[config.mk]
export PLATFORM = sky130hd
export DESIGN_NAME = padding_frame_deframer
export DESIGN_NICKNAME = d
export VERILOG_FILES = /design/src/design/pfd_pkg.sv /design/src/design/pfd_front.sv /design/src/design/pfd_queue.sv /design/src/design/pfd_back.sv /design/src/design/padding_frame_deframer.sv
export SDC_FILE = /design/constraint.sdc
export NUM_CORES = 1
export LEC_CHECK = 0
export BUFFER_PORTS_ARGS = -buffer_cell sky130_fd_sc_hd__buf_2
export CELL_PAD_IN_SITES_DETAIL_PLACEMENT = 1
export CELL_PAD_IN_SITES_GLOBAL_PLACEMENT = 1
export CORE_MARGIN = 3
export CORE_UTILIZATION = 49
export CTS_BUF_LIST = sky130_fd_sc_hd__clkbuf_4
export DETAILED_ROUTE_END_ITERATION = 10
export PLACE_DENSITY_LB_ADDON = 0.05
export SLEW_MARGIN = 30
export SYNTH_ARGS = -nofsm -noshare
export SYNTH_HDL_FRONTEND = slang
export SYNTH_HIERARCHICAL = 1
export SYNTH_SLANG_ARGS = --single-unit
[constraint.sdc]
create_clock -name clock -period 4.45 [get_ports clock]
set_clock_uncertainty 0.05 [all_clocks]
set_input_delay 0.2225 -clock clock [delete_from_list [all_inputs] [get_ports clock]]
set_output_delay 0.2225 -clock clock [all_outputs]
set_load 0.1 [all_outputs]
[src/design/pfd_pkg.sv]
// shared types and constants of the padding frame deframer
`timescale 1ns / 1ps
`default_nettype none

package pfd_pkg;

   // field widths
   localparam int BYTE_W  = 8;
   localparam int LEN_W   = 16;
   localparam int PAD_W   = 8;
   localparam int COUNT_W = 16;

   // queue between front and back
   localparam int QUEUE_DEPTH = 4;
   localparam int QPTR_W      = $clog2(QUEUE_DEPTH);
   localparam int QCNT_W      = $clog2(QUEUE_DEPTH + 1);

   // saturation value of the completed frame counter
   localparam logic [COUNT_W-1:0] FRAMES_TOP = {COUNT_W{1'b1}};

   // decoder phase
   typedef enum logic [2:0] {
      PH_LEN_HI,
      PH_LEN_LO,
      PH_PAD_LEN,
      PH_PAYLOAD,
      PH_PADDING
   } phase_type;

   // register indexes of the csr port
   typedef enum logic [0:0] {
      CSR_LIMIT_ENABLED,
      CSR_FRAME_LIMIT
   } csr_index_type;

   // input transfer
   typedef struct packed {
      logic [BYTE_W-1:0] in_byte;
      logic              chunk_end;
   } req_type;

   // result transfer
   typedef struct packed {
      logic [BYTE_W-1:0] out_byte;
      logic              passthrough;
   } rsp_type;

   // configuration seen by the front
   typedef struct packed {
      logic              limit_enabled;
      logic [COUNT_W-1:0] frame_limit;
   } cfg_type;

   // queue status seen by the back and by the top-level input handshake
   typedef struct packed {
      logic full;
      logic not_empty;
   } queue_status_type;

endpackage

`default_nettype wire

[src/design/pfd_front.sv]
// front end: header parsing, payload and padding tracking, frame counting, pass-through once the limit is reached
`timescale 1ns / 1ps
`default_nettype none

module pfd_front (
   input  wire logic              clock,
   input  wire logic              reset,
   input  wire pfd_pkg::cfg_type  cfg,
   input  wire logic              accept,
   input  wire pfd_pkg::req_type  req_data,
   output logic                   push,
   output pfd_pkg::rsp_type       push_data
);
   import pfd_pkg::*;

   phase_type          phase_ff, phase_in;
   logic [LEN_W-1:0]   payload_left_ff, payload_left_in;
   logic [PAD_W-1:0]   padding_left_ff, padding_left_in;
   logic [COUNT_W-1:0] frames_done_ff, frames_done_in;

   logic limit_hit;
   logic payload_last;
   logic padding_last;
   logic pad_byte_zero;
   logic payload_zero;

   // shared conditions
   assign limit_hit     = cfg.limit_enabled && (frames_done_ff >= cfg.frame_limit);
   assign payload_last  = (payload_left_ff == LEN_W'(1));
   assign padding_last  = (padding_left_ff == PAD_W'(1));
   assign pad_byte_zero = (req_data.in_byte == '0);
   assign payload_zero  = (payload_left_ff == '0);

   // next phase
   always_comb begin
      phase_in = phase_ff;
      if (accept) begin
         case (phase_ff)
            PH_LEN_LO: phase_in = PH_PAD_LEN;
            PH_PAD_LEN: begin
               if (!payload_zero) begin
                  phase_in = PH_PAYLOAD;
               end else if (pad_byte_zero) begin
                  phase_in = PH_LEN_HI;
               end else begin
                  phase_in = PH_PADDING;
               end
            end
            PH_PAYLOAD: begin
               if (payload_last) begin
                  phase_in = (padding_left_ff == '0) ? PH_LEN_HI : PH_PADDING;
               end
            end
            PH_PADDING: begin
               if (padding_last) begin
                  phase_in = PH_LEN_HI;
               end
            end
            default: phase_in = limit_hit ? PH_LEN_HI : PH_LEN_LO;
         endcase
      end
   end

   // counters and result push
   always_comb begin
      payload_left_in       = payload_left_ff;
      padding_left_in       = padding_left_ff;
      frames_done_in        = frames_done_ff;
      push                  = 1'b0;
      push_data.out_byte    = req_data.in_byte;
      push_data.passthrough = 1'b0;
      if (accept) begin
         case (phase_ff)
            PH_LEN_LO: begin
               payload_left_in = {payload_left_ff[PAD_W-1:0], req_data.in_byte};
            end
            PH_PAD_LEN: begin
               padding_left_in = req_data.in_byte;
               if (payload_zero && pad_byte_zero && frames_done_ff != FRAMES_TOP) begin
                  frames_done_in = frames_done_ff + COUNT_W'(1);
               end
            end
            PH_PAYLOAD: begin
               push            = 1'b1;
               payload_left_in = payload_left_ff - LEN_W'(1);
               if (payload_last && padding_left_ff == '0 && frames_done_ff != FRAMES_TOP) begin
                  frames_done_in = frames_done_ff + COUNT_W'(1);
               end
            end
            PH_PADDING: begin
               padding_left_in = padding_left_ff - PAD_W'(1);
               if (padding_last && frames_done_ff != FRAMES_TOP) begin
                  frames_done_in = frames_done_ff + COUNT_W'(1);
               end
            end
            default: begin
               if (limit_hit) begin
                  push                  = 1'b1;
                  push_data.passthrough = 1'b1;
               end else begin
                  payload_left_in = LEN_W'(req_data.in_byte);
               end
            end
         endcase
      end
   end

   // state registers
   always_ff @(posedge clock) begin
      if (reset) begin
         phase_ff        <= PH_LEN_HI;
         payload_left_ff <= '0;
         padding_left_ff <= '0;
         frames_done_ff  <= '0;
      end else begin
         phase_ff        <= phase_in;
         payload_left_ff <= payload_left_in;
         padding_left_ff <= padding_left_in;
         frames_done_ff  <= frames_done_in;
      end
   end

   // payload phase is never entered with nothing left to deliver
   assert property (@(posedge clock) disable iff (reset)
      phase_ff == PH_PAYLOAD |-> payload_left_ff != '0)
      else $error("payload phase with zero count");

   // padding phase is never entered with nothing left to drop
   assert property (@(posedge clock) disable iff (reset)
      phase_ff == PH_PADDING |-> padding_left_ff != '0)
      else $error("padding phase with zero count");

   // pass-through results only come while a frame start is expected
   assert property (@(posedge clock) disable iff (reset)
      push && push_data.passthrough |-> phase_ff != PH_LEN_LO && phase_ff != PH_PAD_LEN
                                        && phase_ff != PH_PAYLOAD && phase_ff != PH_PADDING)
      else $error("pass-through result inside a frame");

endmodule

`default_nettype wire

[src/design/pfd_queue.sv]
// small result queue between front and back
`timescale 1ns / 1ps
`default_nettype none

module pfd_queue (
   input  wire logic                      clock,
   input  wire logic                      reset,
   input  wire logic                      push,
   input  wire pfd_pkg::rsp_type          push_data,
   input  wire logic                      pop,
   output pfd_pkg::rsp_type               pop_data,
   output pfd_pkg::queue_status_type      status
);
   import pfd_pkg::*;

   rsp_type            entry_ff [QUEUE_DEPTH];
   logic [QPTR_W-1:0]  wr_ptr_ff, wr_ptr_in;
   logic [QPTR_W-1:0]  rd_ptr_ff, rd_ptr_in;
   logic [QCNT_W-1:0]  count_ff, count_in;

   // status flags
   assign status.full      = (count_ff == QCNT_W'(QUEUE_DEPTH));
   assign status.not_empty = (count_ff != '0);
   assign pop_data         = entry_ff[rd_ptr_ff];

   // pointer and fill count update
   always_comb begin
      wr_ptr_in = wr_ptr_ff;
      rd_ptr_in = rd_ptr_ff;
      count_in  = count_ff;
      if (push) begin
         wr_ptr_in = (wr_ptr_ff == QPTR_W'(QUEUE_DEPTH - 1)) ? '0 : wr_ptr_ff + QPTR_W'(1);
      end
      if (pop) begin
         rd_ptr_in = (rd_ptr_ff == QPTR_W'(QUEUE_DEPTH - 1)) ? '0 : rd_ptr_ff + QPTR_W'(1);
      end
      if (push && !pop) begin
         count_in = count_ff + QCNT_W'(1);
      end else if (pop && !push) begin
         count_in = count_ff - QCNT_W'(1);
      end
   end

   // control registers
   always_ff @(posedge clock) begin
      if (reset) begin
         wr_ptr_ff <= '0;
         rd_ptr_ff <= '0;
         count_ff  <= '0;
      end else begin
         wr_ptr_ff <= wr_ptr_in;
         rd_ptr_ff <= rd_ptr_in;
         count_ff  <= count_in;
      end
   end

   // entry storage
   always_ff @(posedge clock) begin
      if (push) begin
         entry_ff[wr_ptr_ff] <= push_data;
      end
   end

   // no write into a full queue unless a read happens in the same cycle
   assert property (@(posedge clock) disable iff (reset) push |-> !status.full || pop)
      else $error("queue overflow");

   // no read from an empty queue
   assert property (@(posedge clock) disable iff (reset) pop |-> status.not_empty)
      else $error("queue underflow");

   // fill count matches pointer distance
   assert property (@(posedge clock) disable iff (reset)
      count_ff == QCNT_W'(QUEUE_DEPTH) || QPTR_W'(wr_ptr_ff - rd_ptr_ff) == QPTR_W'(count_ff))
      else $error("queue count out of step with pointers");

endmodule

`default_nettype wire

[src/design/pfd_back.sv]
// back end: result output register fed from the queue
`timescale 1ns / 1ps
`default_nettype none

module pfd_back (
   input  wire logic                          clock,
   input  wire logic                          reset,
   input  wire pfd_pkg::queue_status_type     status,
   input  wire pfd_pkg::rsp_type              pop_data,
   output logic                               pop,
   output logic                               rsp_valid,
   input  wire logic                          rsp_ready,
   output pfd_pkg::rsp_type                   rsp_data
);
   import pfd_pkg::*;

   logic    out_valid_ff, out_valid_in;
   rsp_type out_data_ff, out_data_in;

   // load the output register from the queue whenever it holds an entry and the register is free or being taken
   assign pop = status.not_empty && (!out_valid_ff || rsp_ready);

   always_comb begin
      out_valid_in = out_valid_ff;
      out_data_in  = out_data_ff;
      if (pop) begin
         out_valid_in = 1'b1;
         out_data_in  = pop_data;
      end else if (rsp_ready) begin
         out_valid_in = 1'b0;
      end
   end

   // output registers
   always_ff @(posedge clock) begin
      if (reset) begin
         out_valid_ff <= 1'b0;
      end else begin
         out_valid_ff <= out_valid_in;
      end
   end

   always_ff @(posedge clock) begin
      out_data_ff <= out_data_in;
   end

   assign rsp_valid = out_valid_ff;
   assign rsp_data  = out_data_ff;

endmodule

`default_nettype wire

[src/design/padding_frame_deframer.sv]
// top level of the padding frame deframer
`timescale 1ns / 1ps
`default_nettype none

// Strips padding framing from a byte stream: each frame is a big-endian 16-bit
// payload length, an 8-bit padding length, the payload bytes (delivered with
// passthrough = 0) and the padding bytes (dropped). Once the limit is enabled and
// the completed-frame count has reached frame_limit at a frame start, every byte is
// delivered as is with passthrough = 1. One byte is taken every cycle; a four-entry
// result queue and an output register let the front keep going while the consumer
// stalls, so req_ready drops only when the queue is full. A delivered byte passes
// the result queue and then the output register before it shows on rsp_valid. The
// csr port is always ready and writes registers 0 limit_enabled and 1 frame_limit;
// the user must write them only while idle; the block itself does not enforce it.
module padding_frame_deframer (
   input  wire logic                    clock,
   input  wire logic                    reset,
   input  wire logic                    req_valid,
   output logic                         req_ready,
   input  wire pfd_pkg::req_type        req_data,
   output logic                         rsp_valid,
   input  wire logic                    rsp_ready,
   output pfd_pkg::rsp_type             rsp_data,
   input  wire logic                    csr_valid,
   output logic                         csr_ready,
   input  wire pfd_pkg::csr_index_type  csr_index,
   input  wire logic [15:0]             csr_wdata
);
   import pfd_pkg::*;

   cfg_type          cfg_ff, cfg_in;
   queue_status_type status;
   logic             accept;
   logic             push;
   rsp_type          push_data;
   logic             pop;
   rsp_type          pop_data;

   // configuration registers
   assign csr_ready = 1'b1;

   always_comb begin
      cfg_in = cfg_ff;
      if (csr_valid) begin
         case (csr_index)
            CSR_LIMIT_ENABLED: cfg_in.limit_enabled = csr_wdata[0];
            CSR_FRAME_LIMIT:   cfg_in.frame_limit   = csr_wdata[COUNT_W-1:0];
            default:           cfg_in = cfg_ff;
         endcase
      end
   end

   always_ff @(posedge clock) begin
      if (reset) begin
         cfg_ff <= '0;
      end else begin
         cfg_ff <= cfg_in;
      end
   end

   // input transfer
   assign req_ready = !status.full;
   assign accept    = req_valid && req_ready;

   pfd_front u_front (
      .clock     (clock),
      .reset     (reset),
      .cfg       (cfg_ff),
      .accept    (accept),
      .req_data  (req_data),
      .push      (push),
      .push_data (push_data)
   );

   pfd_queue u_queue (
      .clock     (clock),
      .reset     (reset),
      .push      (push),
      .push_data (push_data),
      .pop       (pop),
      .pop_data  (pop_data),
      .status    (status)
   );

   pfd_back u_back (
      .clock     (clock),
      .reset     (reset),
      .status    (status),
      .pop_data  (pop_data),
      .pop       (pop),
      .rsp_valid (rsp_valid),
      .rsp_ready (rsp_ready),
      .rsp_data  (rsp_data)
   );

endmodule

`default_nettype wire

==> impl_metrics.tcl <==
set metrics [dict create \
    dr.pass1.iters 4 \
    power_density_mw_per_mm2 460 \
    regArea_sq_mm 0.00275 \
    drc 0 \
    area_growth_pct 13.1 \
    grt_max_degree 50 \
    drive_gt1_share_pct 16.9 \
    required_ps 4880 \
    core_sq_mm 0.0121 \
    numCtsBuffers 17 \
    ff2ff_path_depth 14 \
    io_pins 43 \
    maxCapViolations 0 \
    final_hold_viol_count 0 \
    cts_root_buffer "clkbuf_4" \
    cts_resized 0 \
    syn-mean-instance-area_sq_um 9.97 \
    overflow 0 \
    final_util_pct 56.9 \
    holdPathStages 3 \
    drt_iter0_markers 278 \
    wl_mm 15.9 \
    reg2reg_slack_ps 740 \
    synth_nets 667 \
    timing.final.crit_share_pct 83.4 \
    place.gp.congestion 0.857 \
    clockBufferDepth 2 \
    cts.sinks 115 \
    crit_path_end_kind "flip-flop" \
    crit_arrival_ps 4140 \
    rsz0062_at_grt "no" \
    layout.nets 720 \
    status "completed" \
    initial_core_util_pct 50.3 \
    track_usage_pct 24.1 \
    r2r_end "u_queue/count_ff[2]$_SDFFE_PP0P_" \
    max_freq_mhz 269 \
    synth_edf_count 45 \
    startpoint_type "flip-flop" \
    clock_latency_ps 540 \
    wire_per_inst_um 18.8 \
    worst-slew-pin-transition_ps 792 \
    period_needed_ps 3710 \
    grt_pass1_vias 4946 \
    ys_async_sr_fraction_pct 0 \
    hp-start "csr_index" \
    die_w_um 117 \
    syn-cell-area_sq_mm 0.00606 \
    r2r_start "cfg_ff[7]$_SDFFE_PP0P_" \
    ys.flop_type "dfxtp_1" \
    relSlewSlack_pct 47.0 \
    row_count 40 \
    drtAntennaViolNets 0 \
    ir_drop_mv 0.209 \
    dieArea_sq_mm 0.0137 \
    ys_ff_latch 115 \
    hp-class "in -> reg" \
    vias 4884 \
    yosysSeqAreaShare_pct 45.4 \
    via_per_inst 5.80 \
    port_buffers 40 \
    setup_violations 0 \
    synth.yosys.warnings 6 \
    path_clk_slew_ps 120 \
    grt_first_pass_wirelength_mm 25.5 \
    path_class "reg -> reg" \
    p_leak_nw 2.50 \
    crit_chain "inv_1 > ha_1 > nand2_1 > or3_1 > o221ai_1 > a211oi_1 > nor3_1 > a31o_2 > ha_1 > inv_1 > fa_1 > xor2_1 > or3_1 > a21oi_1" \
    drv_slew 0 \
    num_antenna_cells 0 \
    multi_input_area_sq_mm 0.00295 \
    cts_tree "built" \
    synthDistinctLibCells 69 \
    antenna_found_initial 0 \
    die_y_um 117 \
    hpwl_mm 10.4 \
    cpPeakStageDelay_ps 470 \
    slowest_stage "nor3_1" \
    hold_end "cfg_ff[14]$_SDFFE_PP0P_" \
    setup-tns-final_ps 0 \
    fillers 1339 \
    cts-htree-levels 4 \
    netlist_instances 608 \
    cp_max_fo 7 \
]
==> cell families after synthesis <==
family                   count (synthesis)  synth area share, %
flip-flops                             115                 45.4
AO/OA/AOI/OAI                          159                 17.8
adder cells (fa/ha/maj)                 28                 5.90
other                                    1               0.0618
XOR/XNOR                                 6                0.867
multiplexers                            22                 5.57
buffers and inverters                   73                 6.11
AND/OR/NAND/NOR                        204                 18.3
==> sequential cells by signal (all words and copies together) (netlist names), named ones only <==
signal	cells
u_queue/entry_ff	36
cfg_ff	17
u_front/frames_done_ff	16
u_front/payload_left_ff	16
u_back/rsp_data	9
u_front/padding_left_ff	8
u_front/phase_ff	3
u_queue/count_ff	3
u_queue/rd_ptr_ff	2
u_queue/wr_ptr_ff	2
u_back/rsp_valid	1
==> stage by stage <==
stage | total power [W] | instances | area [sq um] | hold slack (ps) | setup WS (ps)
2_1_floorplan | 0.00217 | 608 | 6060 | 235 | 1330
3_3_place_gp | 0.00232 | 779 | 6250 | 425 | 1040
3_5_place_dp | 0.00236 | 779 | 6250 | 438 | 746
4_1_cts | 0.00317 | 842 | 6850 | 96.2 | 661
5_1_grt | 0.00333 | 842 | 6860 | 148 | 415
6_report | 0.00316 | 842 | 6860 | 172 | 737
==> per-layer routing <==
metal | routed length [um] | GRT usage, %
met4 | 170 | 7.72
met3 | 580 | 4.73
met2 | 7940 | 41.3
met1 | 7180 | 30.7
met5 | 0 | 0
==> worst max-delay path: cells and delay by family (launching register included) <==
kind	cells	cell delay [ps]
flops	1	360
xor+xnor	1	180
buf+inv	2	120
fa+ha+maj	3	910
compound gates	4	820
simple gates	4	1220
==> synth_stat cells, drive strengths merged (7+ instances only) <==
master	number	area share, %
clkbuf	18	1.2
or4	9	1.1
a21bo	15	2.5
ha	27	5.6
nor2	52	3.2
nand3	27	2.2
inv	32	2.0
buf	23	3.0
a21oi	62	5.6
a22oi	9	1.1
edfxtp	45	22
o21ai	23	1.9
o31ai	15	1.9
mux2i	9	1.5
nand2b	12	1.4
nor3	7	0.58
nor4	11	1.9
or3	9	0.93
nor2b	11	1.1
mux4	9	3.3
and2	8	0.87
nand2	32	2.0
dfxtp	70	23
==> worst max-delay path by stage <==
stage	start	endpoint	slack [ps]	cells past startpoint
after CTS	cfg_ff[7]$_SDFFE_PP0P_	u_queue/count_ff[2]$_SDFFE_PP0P_	660	14
after global placement	cfg_ff[5]$_SDFFE_PP0P_	u_queue/count_ff[2]$_SDFFE_PP0P_	1040	14
after global routing	cfg_ff[7]$_SDFFE_PP0P_	u_queue/count_ff[2]$_SDFFE_PP0P_	410	14
after detailed placement	cfg_ff[5]$_SDFFE_PP0P_	u_queue/count_ff[2]$_SDFFE_PP0P_	750	14
after floorplan	cfg_ff[5]$_SDFFE_PP0P_	u_queue/count_ff[2]$_SDFFE_PP0P_	1330	14
final	cfg_ff[7]$_SDFFE_PP0P_	u_queue/count_ff[2]$_SDFFE_PP0P_	740	14
==> final cells by class <==
class | count | area share (%)
inverter | 32 | 1.75
timing repair buffer | 75 | 7.88
multi-input combinational | 420 | 43.0
clock inverter | 14 | 2.22
tap | 168 | 3.06
clock buffer | 18 | 1.97
sequential | 115 | 40.1
==> report_power, final <==
group          total, W  internal, W  switching, W
combinational   0.00104     0.000309      0.000730
sequential      0.00133      0.00122      0.000113
clock          0.000786     0.000345      0.000441
==> cells in the final DEF, fill, tap and decap left out, types with 6 or more instances in the layout <==
cell           Yosys  routed
dfxtp_1           70      70
a21oi_1           54      54
nor2_1            52      52
edfxtp_1          45      45
buf_2              3      40
inv_1             32      32
dlygate4sd3_1      0      31
nand2_1           31      31
nand3_1           27      27
ha_1              27      27
o21ai_0           23      23
clkbuf_4           0      18
o31ai_1           15      15
a21bo_1           14      14
nand2b_1          11      11
nor2b_1           11      11
mux2i_1            9       9
or3_1              9       9
or4_1              9       9
a22oi_1            9       9
mux4_2             9       9
a21oi_2            8       8
nor3_1             7       7
and3_1             6       6
nand4_1            6       6
and2_1             6       6
nor3b_1            6       6
o32ai_1            6       6
==> repair_timing <==
| item | 4_1_cts | 5_1_grt |
|---|---|---|
| endpoints found under the hold margin | 51 | 0 |
| endpoints found under the setup margin | 0 | 0 |
| setup buffers | 0 | 0 |
| hold buffers | 31 | 0 |
Power figures use the tool's default switching activity.
